===== src/rtl/bang_pkg.sv =====
// Package for the binary-angle arctangent block: widths, constants, codes
// and the status struct shared by the divider and the top level.
// Depends on nothing.
`timescale 1ns / 1ps

package bang_pkg;

	// Coordinate width; each coordinate is a two's complement value of this width
	localparam int COORD_WIDTH = 24;
	// Threshold table geometry
	localparam int TABLE_DEPTH = 256;
	localparam int IDX_W       = $clog2(TABLE_DEPTH);
	localparam int ENTRY_W     = 16;
	localparam int ANGLE_W     = 16;

	// Ratio |y|*256/|x|: dividend is |y| followed by eight zero bits
	localparam int FRAC_BITS  = 8;
	localparam int DIV_W      = COORD_WIDTH + FRAC_BITS;
	localparam int DIV_CNT_W  = $clog2(DIV_W);

	// Request operation codes
	localparam logic OP_ANGLE = 1'b0;
	localparam logic OP_WRITE = 1'b1;

	// Angle constants
	localparam logic [ANGLE_W-1:0] ZERO_TURN    = 16'h0000;
	localparam logic [ANGLE_W-1:0] QUARTER_TURN = 16'h4000;
	localparam logic [ANGLE_W-1:0] HALF_TURN    = 16'h8000;

	// Ratio above this saturates to a quarter turn
	localparam logic [DIV_W-1:0] RATIO_LIMIT = DIV_W'(32'hFB6A);

	// Binary search over the table
	localparam logic [IDX_W-1:0] SEARCH_START = IDX_W'(127);
	localparam logic [IDX_W-1:0] SEARCH_STEP0 = IDX_W'(64);
	localparam int               SEARCH_STEPS = 8;
	localparam int               STEP_CNT_W   = $clog2(SEARCH_STEPS);
	localparam int               ANGLE_LSB    = 6;

	// Divider status toward the sequencer
	typedef struct packed {
		logic busy;
		logic done;
	} div_st_t;

endpackage


===== src/rtl/bang_req_if.sv =====
// Request channel of the arctangent block: valid/ready plus the item payload.
// Depends on bang_pkg.
`timescale 1ns / 1ps

interface bang_req_if;
	logic                                  valid;
	logic                                  ready;
	logic                                  operation;
	logic signed [bang_pkg::COORD_WIDTH-1:0] y_coord;
	logic signed [bang_pkg::COORD_WIDTH-1:0] x_coord;
	logic [bang_pkg::IDX_W-1:0]            entry_index;
	logic [bang_pkg::ENTRY_W-1:0]          entry_value;

	modport source (
		output valid, operation, y_coord, x_coord, entry_index, entry_value,
		input  ready
	);
	modport sink (
		input  valid, operation, y_coord, x_coord, entry_index, entry_value,
		output ready
	);
endinterface


===== src/rtl/bang_rsp_if.sv =====
// Response channel of the arctangent block: valid/ready plus the angle.
// Depends on bang_pkg.
`timescale 1ns / 1ps

interface bang_rsp_if;
	logic                          valid;
	logic                          ready;
	logic [bang_pkg::ANGLE_W-1:0]  angle;

	modport source (output valid, angle, input ready);
	modport sink (input valid, angle, output ready);
endinterface


===== src/rtl/bang_tbl.sv =====
// Threshold table: single synchronous RAM, one write and one read port,
// registered read data. Depends on bang_pkg.
`timescale 1ns / 1ps

module bang_tbl (
	input  logic                          clk,
	input  logic                          wr_en,
	input  logic [bang_pkg::IDX_W-1:0]    wr_addr,
	input  logic [bang_pkg::ENTRY_W-1:0]  wr_data,
	input  logic                          rd_en,
	input  logic [bang_pkg::IDX_W-1:0]    rd_addr,
	output logic [bang_pkg::ENTRY_W-1:0]  rd_data
);

	logic [bang_pkg::ENTRY_W-1:0] mem [bang_pkg::TABLE_DEPTH];
	logic [bang_pkg::ENTRY_W-1:0] rd_data_q;

	// Write port
	always_ff @(posedge clk) begin
		if (wr_en) begin
			mem[wr_addr] <= wr_data;
		end
	end

	// Registered read port
	always_ff @(posedge clk) begin
		if (rd_en) begin
			rd_data_q <= mem[rd_addr];
		end
	end

	assign rd_data = rd_data_q;

endmodule


===== src/rtl/bang_div.sv =====
// Restoring radix-2 divider: quotient = dividend / divisor, one bit a cycle.
// Depends on bang_pkg.
`timescale 1ns / 1ps

module bang_div (
	input  logic                              clk,
	input  logic                              arst_n,
	input  logic                              start,
	input  logic [bang_pkg::DIV_W-1:0]        dividend,
	input  logic [bang_pkg::COORD_WIDTH-1:0]  divisor,
	output logic [bang_pkg::DIV_W-1:0]        quotient,
	output bang_pkg::div_st_t                 status
);

	localparam int CW = bang_pkg::COORD_WIDTH;
	localparam int DW = bang_pkg::DIV_W;

	logic [CW-1:0]                   rem_q;
	logic [DW-1:0]                   quo_q;
	logic [CW-1:0]                   dsr_q;
	logic [bang_pkg::DIV_CNT_W-1:0]  cnt_q;
	logic                            busy_q;
	logic                            done_q;

	logic [CW:0]   trial;
	logic          ge;
	logic [CW:0]   diff;

	// One quotient bit: shift in the next dividend bit and try to subtract
	always_comb begin
		trial = {rem_q, quo_q[DW-1]};
		ge    = trial >= {1'b0, dsr_q};
		diff  = trial - {1'b0, dsr_q};
	end

	// Control
	always_ff @(posedge clk or negedge arst_n) begin
		if (!arst_n) begin
			busy_q <= 1'b0;
			done_q <= 1'b0;
			cnt_q  <= '0;
		end else begin
			done_q <= 1'b0;
			if (start) begin
				busy_q <= 1'b1;
				cnt_q  <= bang_pkg::DIV_CNT_W'(DW - 1);
			end else if (busy_q) begin
				if (cnt_q == '0) begin
					busy_q <= 1'b0;
					done_q <= 1'b1;
				end else begin
					cnt_q <= cnt_q - 1'b1;
				end
			end
		end
	end

	// Datapath: dividend shifts out of quo_q as quotient bits shift in
	always_ff @(posedge clk) begin
		if (start) begin
			rem_q <= '0;
			quo_q <= dividend;
			dsr_q <= divisor;
		end else if (busy_q) begin
			rem_q <= ge ? diff[CW-1:0] : trial[CW-1:0];
			quo_q <= {quo_q[DW-2:0], ge};
		end
	end

	assign quotient    = quo_q;
	assign status.busy = busy_q;
	assign status.done = done_q;

`ifndef ASSERT_OFF
	a_no_restart: assert property (@(posedge clk) disable iff (!arst_n)
		start |-> !busy_q)
		else $error("divider restarted while busy");
	a_done_after_busy: assert property (@(posedge clk) disable iff (!arst_n)
		done_q |-> $past(busy_q) && !busy_q)
		else $error("divider done without a running division");
	a_busy_from_start: assert property (@(posedge clk) disable iff (!arst_n)
		$rose(busy_q) |-> $past(start))
		else $error("divider went busy without start");
`endif

endmodule


===== src/rtl/binary_angle_atan2_top.sv =====
// Top level of the binary-angle arctangent block: request decode, sequencer,
// table search, quadrant fix-up and response register.
// Depends on bang_pkg, bang_req_if, bang_rsp_if, bang_div, bang_tbl.
//
//  channel | dir | payload                                                   | handshake
//  req     | in  | operation, y_coord, x_coord, entry_index, entry_value     | valid/ready
//  rsp     | out | angle                                                     | valid/ready
//
// A table write request gives no response.
// An angle request runs the divider over COORD_WIDTH+8 quotient bits, then
// eight table search steps, each a read state and then a compare state.
// A zero coordinate skips the divider and the search; a saturated ratio
// skips the search.
// Reset clears control state only; the table holds garbage until written.
// A new request is taken while a finished angle still waits on rsp.
`timescale 1ns / 1ps

module binary_angle_atan2_top (
	input  logic             clk,
	input  logic             arst_n,
	bang_req_if.sink         req,
	bang_rsp_if.source       rsp
);

	localparam int CW = bang_pkg::COORD_WIDTH;

	typedef enum logic [4:0] {
		S_IDLE = 5'b00001,
		S_DIV  = 5'b00010,
		S_RD   = 5'b00100,
		S_CMP  = 5'b01000,
		S_DONE = 5'b10000
	} state_t;

	state_t                            state_q;
	logic                              xneg_q;
	logic                              yneg_q;
	logic [bang_pkg::ANGLE_W-1:0]      a_q;
	logic [bang_pkg::IDX_W-1:0]        pos_q;
	logic [bang_pkg::STEP_CNT_W-1:0]   step_q;
	logic [bang_pkg::SEARCH_STEPS-2:0] res_q;
	logic                              rsp_valid_q;
	logic [bang_pkg::ANGLE_W-1:0]      rsp_angle_q;

	logic                              req_acc;
	logic                              is_write;
	logic                              start_div;
	logic [CW-1:0]                     y_raw;
	logic [CW-1:0]                     x_raw;
	logic [CW-1:0]                     y_mag;
	logic [CW-1:0]                     x_mag;
	logic                              y_zero;
	logic                              x_zero;
	logic [bang_pkg::DIV_W-1:0]        ratio;
	bang_pkg::div_st_t                 div_st;
	logic [bang_pkg::ENTRY_W-1:0]      thr;
	logic                              gt;
	logic [bang_pkg::IDX_W-1:0]        step_size;
	logic                              rsp_free;
	logic [bang_pkg::ANGLE_W-1:0]      a_xfix;
	logic [bang_pkg::ANGLE_W-1:0]      a_fix;

	// Request decode and coordinate magnitudes
	always_comb begin
		req_acc   = req.valid && req.ready;
		is_write  = req.operation == bang_pkg::OP_WRITE;
		y_raw     = req.y_coord;
		x_raw     = req.x_coord;
		y_mag     = y_raw[CW-1] ? (~y_raw + CW'(1)) : y_raw;
		x_mag     = x_raw[CW-1] ? (~x_raw + CW'(1)) : x_raw;
		y_zero    = y_raw == '0;
		x_zero    = x_raw == '0;
		start_div = req_acc && !is_write && !y_zero && !x_zero;
	end

	assign req.ready = state_q == S_IDLE;

	bang_div u_div (
		.clk      (clk),
		.arst_n   (arst_n),
		.start    (start_div),
		.dividend ({y_mag, bang_pkg::FRAC_BITS'(0)}),
		.divisor  (x_mag),
		.quotient (ratio),
		.status   (div_st)
	);

	// Table writes land straight from the request; reads only during search,
	// which never overlaps a write since requests wait for S_IDLE
	bang_tbl u_tbl (
		.clk     (clk),
		.wr_en   (req_acc && is_write),
		.wr_addr (req.entry_index),
		.wr_data (req.entry_value),
		.rd_en   (state_q == S_RD),
		.rd_addr (pos_q),
		.rd_data (thr)
	);

	// Search step: compare, and halve the step each pass (last pass steps by 0)
	always_comb begin
		gt        = ratio > {{(bang_pkg::DIV_W - bang_pkg::ENTRY_W){1'b0}}, thr};
		step_size = bang_pkg::SEARCH_STEP0 >> step_q;
	end

	// Quadrant fix-up
	always_comb begin
		a_xfix   = xneg_q ? (bang_pkg::HALF_TURN - a_q) : a_q;
		a_fix    = yneg_q ? (bang_pkg::ZERO_TURN - a_xfix) : a_xfix;
		rsp_free = !rsp_valid_q || rsp.ready;
	end

	// Sequencer
	always_ff @(posedge clk or negedge arst_n) begin
		if (!arst_n) begin
			state_q <= S_IDLE;
		end else begin
			case (state_q)
				S_IDLE: begin
					if (req_acc && !is_write) begin
						state_q <= start_div ? S_DIV : S_DONE;
					end
				end
				S_DIV: begin
					if (div_st.done) begin
						state_q <= (ratio > bang_pkg::RATIO_LIMIT) ? S_DONE : S_RD;
					end
				end
				S_RD: begin
					state_q <= S_CMP;
				end
				S_CMP: begin
					state_q <= (step_q == bang_pkg::STEP_CNT_W'(bang_pkg::SEARCH_STEPS - 1))
						? S_DONE : S_RD;
				end
				S_DONE: begin
					if (rsp_free) begin
						state_q <= S_IDLE;
					end
				end
				default: begin
					state_q <= S_IDLE;
				end
			endcase
		end
	end

	// Angle datapath
	always_ff @(posedge clk) begin
		case (state_q)
			S_IDLE: begin
				xneg_q <= x_raw[CW-1];
				yneg_q <= y_raw[CW-1];
				a_q    <= y_zero ? bang_pkg::ZERO_TURN : bang_pkg::QUARTER_TURN;
			end
			S_DIV: begin
				pos_q  <= bang_pkg::SEARCH_START;
				step_q <= '0;
				a_q    <= bang_pkg::QUARTER_TURN;
			end
			S_CMP: begin
				pos_q  <= gt ? (pos_q + step_size) : (pos_q - step_size);
				step_q <= step_q + 1'b1;
				res_q  <= {res_q[bang_pkg::SEARCH_STEPS-3:0], gt};
				a_q    <= {2'b00, res_q, gt, bang_pkg::ANGLE_LSB'(0)};
			end
			default: begin
			end
		endcase
	end

	// Response register
	always_ff @(posedge clk or negedge arst_n) begin
		if (!arst_n) begin
			rsp_valid_q <= 1'b0;
		end else if (state_q == S_DONE && rsp_free) begin
			rsp_valid_q <= 1'b1;
		end else if (rsp.ready) begin
			rsp_valid_q <= 1'b0;
		end
	end

	always_ff @(posedge clk) begin
		if (state_q == S_DONE && rsp_free) begin
			rsp_angle_q <= a_fix;
		end
	end

	assign rsp.valid = rsp_valid_q;
	assign rsp.angle = rsp_angle_q;

`ifndef ASSERT_OFF
	a_div_done_in_div: assert property (@(posedge clk) disable iff (!arst_n)
		div_st.done |-> state_q == S_DIV)
		else $error("divider finished outside the divide state");
	a_write_no_rsp: assert property (@(posedge clk) disable iff (!arst_n)
		(req_acc && is_write) |=> !$rose(rsp_valid_q))
		else $error("table write produced a response");
	a_angle_to_div: assert property (@(posedge clk) disable iff (!arst_n)
		start_div |=> state_q == S_DIV && div_st.busy)
		else $error("angle request did not start the divider");
	a_rsp_not_lost: assert property (@(posedge clk) disable iff (!arst_n)
		(rsp_valid_q && !rsp.ready) |=> rsp_valid_q)
		else $error("pending response dropped");
`endif

endmodule

===== src/flat_wrapper.sv =====
// flat-port wrapper written by rule: the top's interface ports become plain ports
module binary_angle_atan2_top_flat 
  (clk, arst_n, req_valid, req_operation, req_y_coord, req_x_coord, req_entry_index, req_entry_value, req_ready, rsp_valid, rsp_angle, rsp_ready);
  bang_req_if req_i ();
  bang_rsp_if rsp_i ();
  input  logic clk;
  input  logic arst_n;
  input wire logic [$bits(req_i.valid)-1:0] req_valid;
  input wire logic [$bits(req_i.operation)-1:0] req_operation;
  input wire logic [$bits(req_i.y_coord)-1:0] req_y_coord;
  input wire logic [$bits(req_i.x_coord)-1:0] req_x_coord;
  input wire logic [$bits(req_i.entry_index)-1:0] req_entry_index;
  input wire logic [$bits(req_i.entry_value)-1:0] req_entry_value;
  output wire logic [$bits(req_i.ready)-1:0] req_ready;
  output wire logic [$bits(rsp_i.valid)-1:0] rsp_valid;
  output wire logic [$bits(rsp_i.angle)-1:0] rsp_angle;
  input wire logic [$bits(rsp_i.ready)-1:0] rsp_ready;
  assign req_i.valid = req_valid;
  assign req_i.operation = req_operation;
  assign req_i.y_coord = req_y_coord;
  assign req_i.x_coord = req_x_coord;
  assign req_i.entry_index = req_entry_index;
  assign req_i.entry_value = req_entry_value;
  assign req_ready = req_i.ready;
  assign rsp_valid = rsp_i.valid;
  assign rsp_angle = rsp_i.angle;
  assign rsp_i.ready = rsp_ready;
  binary_angle_atan2_top u_core (.clk(clk), .arst_n(arst_n), .req(req_i), .rsp(rsp_i));
endmodule

===== config.mk =====
export PLATFORM = sky130hd
export DESIGN_NAME = binary_angle_atan2_top_flat
export DESIGN_NICKNAME = d
export VERILOG_FILES = /design/src/rtl/bang_pkg.sv /design/src/rtl/bang_req_if.sv /design/src/rtl/bang_rsp_if.sv /design/src/rtl/bang_tbl.sv /design/src/rtl/bang_div.sv /design/src/rtl/binary_angle_atan2_top.sv /design/src/flat_wrapper.sv
export SDC_FILE = /design/constraint.sdc
export NUM_CORES = 2
export LEC_CHECK = 0
export BUFFER_PORTS_ARGS = -buffer_cell sky130_fd_sc_hd__buf_2
export CORE_MARGIN = 2
export CORE_UTILIZATION = 45
export CTS_BUF_LIST = sky130_fd_sc_hd__clkbuf_2 sky130_fd_sc_hd__clkbuf_4 sky130_fd_sc_hd__clkbuf_8
export DETAILED_ROUTE_END_ITERATION = 8
export PLACE_DENSITY_LB_ADDON = 0.05
export SLEW_MARGIN = 0
export SYNTH_ARGS = -nofsm -noshare
export SYNTH_HDL_FRONTEND = slang
export SYNTH_SLANG_ARGS = --single-unit

===== constraint.sdc =====
create_clock -name clk -period 7.7 [get_ports clk]
set_input_delay 0.77 -clock clk [delete_from_list [all_inputs] [get_ports clk]]
set_output_delay 0.77 -clock clk [all_outputs]
set_load 0.05 [all_outputs]

=== Word level (Yosys, flattened, before mapping) ===
Memory sizes are Yosys's and may differ from the RTL's. A register that Yosys moved wholly into a read port is not among the register bits.
Cells that the tools add are included.

* Flip-flop bits (word level): 145
* RAM bits: 4096
* Bits of input ports: 77
* Output and inout port bits: 18
* Logic and storage cells: 95
* Memories: 1

* Add/subtract/negate cells: 9
* Magnitude comparators: 3
* Eq/ne operators: 10
* Shift operators: 1
* Mux-type cells: 32
* Bitwise operators: 2
* Reductions and logical operators: 20

{| class="wikitable"
|+ Memory list
! name !! depth !! bits a word !! read ports !! clocked after Yosys merged registers in !! wr ports !! line !! RTL
|-
| u_core.u_tbl.mem || 256 || 16 || 1 || 1 || 1 || bang_tbl.sv:15 || <nowiki>logic [bang_pkg::ENTRY_W-1:0] mem [bang_pkg::TABLE_DEPTH];</nowiki>
|}

{| class="wikitable"
|+ Operator list
! operator !! count
|-
| 32-bit 2-to-1 mux || 2
|-
| 24-bit by 1-bit adder with 24-bit output (second input constant) || 2
|-
| 24-bit zero test || 2
|-
| 24-bit 2-to-1 mux || 2
|-
| 24-bit NOT || 2
|-
| 16-bit case mux with 3 select lines || 1
|-
| 5-bit 2-to-1 mux || 9
|-
| 32-bit by 16-bit greater-than comparator with 1-bit output || 1
|-
| 32-bit by 16-bit greater-than comparator with 1-bit output (second input constant) || 1
|-
| 16-bit 2-to-1 mux || 2
|-
| 25-bit by 24-bit greater-or-equal comparator with 1-bit output || 1
|-
| 5-bit case mux with 5 select lines || 1
|-
| 24-bit subtractor || 1
|-
| 23-bit 2-to-1 mux || 1
|-
| 8-bit case mux with 2 select lines || 1
|-
| 1-bit by 16-bit subtractor with 16-bit output (first input constant) || 1
|-
| 16-bit subtractor (first input constant) || 1
|-
| 15-bit 2-to-1 mux || 1
|-
| 1-bit 2-to-1 mux || 10
|-
| 8-bit adder || 1
|-
| 8-bit 2-to-1 mux || 1
|-
| 7-bit by 3-bit right shift with 8-bit output (first input constant) || 1
|-
| 8-bit subtractor || 1
|-
| 1-bit logical AND || 6
|-
| 18 further kinds || 25
|}

=== Depth between registers and ports, before layout ===
* Word-level depth: 8
* Mapped depth: 19
* Mapped depth without buffers: 18

=== Cells and area by module ===
From an unflattened synthesis, not the netlist that was laid out.

* Cells, all modules: 8313
* Area total of the unflattened synthesis: 168196.3 µm²

{| class="wikitable"
|+ By module, submodules not included
! module !! times used !! cells each !! area each (µm²) !! sequential area each (µm²)
|-
| bang_tbl || 1 || 7360 || 158874.9 || 123478.4
|-
| bang_div || 1 || 499 || 5167.5 || 2337.2
|-
| binary_angle_atan2_top || 1 || 454 || 4154.0 || 1322.5
|}

=== Worst setup path before layout ===
No wires, ideal clock.

* Kind: flip-flop to flip-flop
* From: register u_core.state_q[2]
* To: memory u_core.u_tbl.mem[186][0] in the netlist's numbering, enable pin
* Library setup time: 0.388 ns
* Arrival time: 4.205 ns
* Data required time: 7.312 ns
* Path slack: 3.107 ns
* Cell stages (with the launch flop): 8
* Buffers on the path: 1
* Period minus slack after synthesis: 4.593 ns
* Cells stage by stage: dfrtp_1 > or3_1 > nor3b_1 > nand3_1 > nor3b_1 > nand3_1 > clkbuf_1 > nor2_1

* Longest elaborated chain between the ends: 5

{| class="wikitable"
|+ RTL lines
! what !! line !! RTL
|-
| from (decl) || binary_angle_atan2_top.sv:35 || <nowiki>state_t state_q;</nowiki>
|-
| from (signal assigned) || binary_angle_atan2_top.sv:121 || <nowiki>state_q <= start_div ? S_DIV : S_DONE;</nowiki>
|-
| from (signal assigned) || binary_angle_atan2_top.sv:126 || <nowiki>state_q <= (ratio > bang_pkg::RATIO_LIMIT) ? S_DONE : S_RD;</nowiki>
|-
| from (signal assigned) || binary_angle_atan2_top.sv:133 || <nowiki>state_q <= (step_q == bang_pkg::STEP_CNT_W'(bang_pkg::SEARCH_STEPS - 1))</nowiki>
|-
| 5-bit by 1-bit equality test with 1-bit output || binary_angle_atan2_top.sv:76 || <nowiki>assign req.ready = state_q == S_IDLE;</nowiki>
|-
| via req_ready || flat_wrapper.sv:14 || <nowiki>output wire logic [$bits(req_i.ready)-1:0] req_ready;</nowiki>
|-
| 1-bit logical AND || binary_angle_atan2_top.sv:65 || <nowiki>req_acc = req.valid && req.ready;</nowiki>
|-
| 1-bit logical AND || binary_angle_atan2_top.sv:92 || <nowiki>.wr_en (req_acc && is_write),</nowiki>
|-
| 1-bit 2-to-1 mux || bang_tbl.sv:20 || <nowiki>if (wr_en) begin</nowiki>
|-
| 1-bit 2-to-1 mux (not written as such) || bang_tbl.sv:21 || <nowiki>mem[wr_addr] <= wr_data;</nowiki>
|-
| to (decl) || bang_tbl.sv:15 ||
|}

The timed path passes the listed nets, and every way through them passes these cells.

=== Worst setup path after layout ===
* From: register u_core.u_tbl.rd_data_q (netlist bit u_core.u_tbl.rd_data[8]), read port of u_core.u_tbl.mem
* To: register u_core.pos_q[7] in the netlist's numbering, data pin

* Longest elaborated chain between the ends: 3

{| class="wikitable"
|+ RTL lines
! what !! line !! RTL
|-
| from (decl) || bang_tbl.sv:16 || <nowiki>logic [bang_pkg::ENTRY_W-1:0] rd_data_q;</nowiki>
|-
| 32-bit by 16-bit greater-than comparator with 1-bit output || binary_angle_atan2_top.sv:102 || <nowiki>gt = ratio > {{(bang_pkg::DIV_W - bang_pkg::ENTRY_W){1'b0}}, thr};</nowiki>
|-
| via u_core.gt || binary_angle_atan2_top.sv:57 || <nowiki>logic gt;</nowiki>
|-
| 8-bit 2-to-1 mux || binary_angle_atan2_top.sv:162 || <nowiki>pos_q <= gt ? (pos_q + step_size) : (pos_q - step_size);</nowiki>
|-
| 8-bit case mux with 2 select lines || binary_angle_atan2_top.sv:150 || <nowiki>case (state_q)</nowiki>
|-
| to (signal assigned) || binary_angle_atan2_top.sv:157 || <nowiki>pos_q <= bang_pkg::SEARCH_START;</nowiki>
|-
| to (signal assigned) || binary_angle_atan2_top.sv:162 ||
|-
| to (decl) || binary_angle_atan2_top.sv:39 || <nowiki>logic [bang_pkg::IDX_W-1:0] pos_q;</nowiki>
|}

The timed path passes the listed nets, and every way through them passes these cells.
A chain may end at the register's enable or synchronous reset.

==> impl_summary.txt <==
----------------------------------------------------
[Global routing]
  Global-route wire length before repair ... 643000 um
  Initial antenna violation count ... 42
  Global-route usage over all layers ... 0.245
  Vias in the first global route ... 83000
  Largest net degree at the start of global routing ... 179
  Total congestion overflow after global routing ... 0

[CTS]
  Number of buffers between clock root and the deepest sink ... 4
  Number of post-CTS setup repair buffers ... 0
  CTS clk-pin slew, worst paths ... 0.06 ns
  Resize count post-CTS ... 0
  Clock tree from TritonCTS ... yes
  Htree depth ... 6
  Hold_buf cts ... 67
  Number of clock sinks ... 4244
  Insertion delay of the later-clocked pin in the worst-skew pair ... 1.22 ns
  Number of buffers added by the clock tree synthesis step ... 707
  Buffer type at the clock tree root ... clkbuf_8

[Timing]
  Max-slew violation total from the final report ... 0
  RSZ-0062 raised after global routing ... no
  Worst slew margin ... 0.0929
  Min Tclk post-route ... 5.09 ns
  Final count of hold timing violations ... 0
  Slew at the pin closest to its max-slew limit ... 1.35 ns
  Worst Skew ... 0.0431 ns
  Timing-limited maximum frequency ... 196 MHz
  Fraction of the cycle the final worst path needs ... 0.661
  Total negative slack ... 0 ns
  Final setup violating endpoints ... 0

[Synth]
  Most common flop cell mapped by yosys ... edfxtp_1
  Average footprint of a synthesized cell ... 22.1 um^2
  Post-Syn Area ... 0.166 mm^2
  Async SR Flop Fraction ... 0.00306
  Number of instances in the synthesized netlist ... 7488
  Library cells used by synthesis ... 66
  Yosys reg bits ... 4244
  Sequential share of the synthesized area ... 0.767
  Number of enable flip-flop cells after synthesis ... 4199
  Syn. warnings ... 0

[Drt]
  Routed wire length ... 461000 um
  DRC violation count after routing ... 0
  TritonRoute pass-1 iters ... 5
  Wirelength per Cell ... 33.5 um
  Antenna violation net count after detailed routing ... 0
  Drt initial violations ... 8904
  Per-cell via count in the routed design ... 5.94
  Vias ... 81600

[Power]
  Max IR drop VDD ... 0.000176 V
  Total chip power ... 47800 uW
  Leakage power of the design ... 0.0628 uW
  Power density cells ... 253 mW/mm^2

[Place]
  DP Wirelength ... 269000 um
  Instance count after placement with tap cells included ... 12400
  Gp weighted congestion ... 0.826
  Instance area after placement ... 0.174 mm^2
  Number of buffers inserted by port buffering ... 88

[Setup path]
  CP max FO ... 12
  CP Capture Type ... register
  Slowest stage cell on the critical path ... a21oi_1
  Critical path class ... register to register
  Worst path top cell family by delay ... compound AO/OA/AOI/OAI gates
  Critical path data required time ... 8.65 ns
  Worst path bufs/invs ... 2
  Cell-by-cell listing of the critical path ... inv_1 -> ha_1 -> a21o_1 -> a21o_1 -> a21oi_1 -> o22ai_1 -> or4b_2 -> a21oi_1 -> inv_1 -> a21oi_1 -> ha_1 -> a21o_1 -> a21o_1 -> a21o_1 -> a2111oi_0 -> nor3_1 -> xnor3_1 -> nor2_1
  Crit path DAT ... 6.04 ns
  Crit-path most repeated cell ... a21o_1
  Critical path launch point type ... register
  Worst stage delay on the critical path ... 0.66 ns

[Hold path]
  Kind of path behind the tightest hold check ... input pin to register

[Flow run]
  Total of max-cap violations ... 0

[Floorplan]
  Die Y-Extent ... 611 um
  Total Die Area ... 0.373 mm^2
  Overall die width ... 611 um
  Core Area ... 0.366 mm^2
  Top Ports ... 95
  Initial standard-cell utilization of the core ... 0.453
  Cell Rows ... 222

[Final layout]
  Final std cell area, no fill ... 0.189 mm^2
  Layout overhead on the synthesized area ... 13.9%
  Non-filler instance count after layout ... 13700
  Number of nets in the final layout ... 8494
  Fraction of final layout cells sized beyond drive strength 1 ... 0.321

[Outcome]
  Outcome ... complete, no violations

----------------------------------------------------
through the flow:
| step | worst slack (ns) | hold WS (ns) | util |
|---|---|---|---|
| after floorplan | 3.11 | 0.417 | - |
| after global placement | 2.54 | 0.425 | 0.477 |
| after detailed placement | 2.62 | 0.427 | 0.477 |
| after CTS | 2.60 | 0.00292 | 0.515 |
| after global routing | 2.14 | 0.0421 | 0.515 |
| final | 2.61 | 0.0703 | 0.515 |
sequential cells by signal, summed over array words and instances, names as in the netlist:
signal,cells
u_core.u_div.busy_q,1
u_core.u_div.rem_q,24
u_core.state_q,5
u_core.rsp.valid,1
u_core.step_q,3
u_core.u_div.dsr_q,24
u_core.yneg_q,1
u_core.pos_q,8
u_core.u_tbl.rd_data,16
u_core.u_div.cnt_q,5
u_core.u_tbl.mem,4096
u_core.res_q,7
u_core.xneg_q,1
u_core.u_div.done_q,1
u_core.a_q,9
u_core.u_div.quotient,32
u_core.rsp.angle,10
synth_stat cells (all sizes together), types with 3 or more instances:
master / count / area, um^2
nor3b: 9 / 67.6
a21oi: 66 / 330
o21ai: 88 / 440
nor2b: 24 / 150
mux2i: 325 / 3250
clkbuf: 198 / 743
xor2: 40 / 350
or2: 7 / 43.8
or3b: 3 / 26.3
nor4: 13 / 81.3
inv: 70 / 263
and2: 11 / 68.8
nand3b: 5 / 37.5
nand3: 53 / 270
or4: 24 / 184
buf: 200 / 973
o211ai: 6 / 45.0
and3: 4 / 25.0
nand4: 46 / 288
a211oi: 6 / 45.0
o22ai: 48 / 300
o31ai: 14 / 105
or3: 26 / 163
a22oi: 123 / 923
a31oi: 30 / 188
a21o: 15 / 113
mux4: 1136 / 25600
or4b: 3 / 30.0
nor2: 359 / 1350
o41ai: 5 / 43.8
a2111oi: 10 / 87.6
ha: 59 / 738
xnor2: 48 / 420
nand2b: 15 / 93.8
a41oi: 3 / 26.3
o21bai: 3 / 22.5
edfxtp: 4199 / 126000
dfxtp: 32 / 641
dfrtp: 12 / 300
nand2: 90 / 338
o21a: 6 / 45.0
nor3: 29 / 145
metal layers:
layer  part of all wire  GRT usage
met1               0.44      0.359
met2               0.47      0.385
met3              0.067     0.0409
met5           0.000096          0
met4              0.024     0.0622
path summary, 6_finish.rpt:
| check | from | end | slack (ns) | depth (start not counted) |
|---|---|---|---|---|
| hold / removal | req_entry_value[0] | u_core.u_tbl.mem[97][0] | 0.07 | 1 |
| setup reg to reg | u_core.u_tbl.rd_data[8] | u_core.pos_q[7] | 2.61 | 18 |
| hold reg to reg | u_core.res_q[5] | u_core.res_q[6] | 0.44 | 0 |
| min in group asynchronous | arst_n | u_core.state_q[0] | 0.63 | 3 |
| setup / recovery | u_core.u_tbl.rd_data[8] | u_core.pos_q[7] | 2.61 | 18 |
| max in group asynchronous | arst_n | u_core.u_div.busy_q | 5.92 | 4 |
cell usage in the layout (no fill, tap or decap), drive strengths merged, types with 40 or more instances in the layout:
cell            n
xnor2          48
nand3          53
ha             59
inv           112
mux2i         325
clkbuf        974
xor2           40
nor2          359
clkinv        227
o22ai          48
dlygate4sd3    67
nand2          90
a22oi         123
o21ai          88
a21oi          66
mux4         1136
buf           485
nand4          46
edfxtp       4199
where the power goes:
part	internal (uW)	switching [uW]	total (uW)
Combinational	937	1740	2680
Clock	10100	9120	19200
Sequential	25700	202	25900
Total	36700	11100	47800
kinds of logic after synthesis:
logic type / Yosys count / share of synthesized area
AND/OR/NAND/NOR: 727 / 0.0206
flip-flops: 4244 / 0.767
AO/OA/AOI/OAI: 437 / 0.0171
buffers and inverters: 468 / 0.0119
XOR/XNOR: 89 / 0.00479
other: 1 / 0.0000226
multiplexers: 1461 / 0.174
adder cells (fa/ha/maj): 61 / 0.00470
worst reg2reg max path: cells and delay by family, from the launching register on:
kind | cells | cell delay (ns)
buffers and inverters | 2 | 0.32
AOI/OAI and AO/OA | 10 | 2.56
DFF | 1 | 0.45
and+or+nand+nor | 3 | 0.82
adders and majority gates | 2 | 0.49
xor gates and xnor gates | 1 | 0.21
cell type report:
class                   instances  area [um^2]
fillers                     29000       177000
flip-flops and latches       4244       127000
multi-input cells            2781        37100
clock buffers                 974        11800
well taps                    4816         6030
repair buffers                552         4690
clock inverters               278         1680
inverters                      70          263
diodes                         29         72.6
No activity file was read; power rests on OpenSTA's default activity.
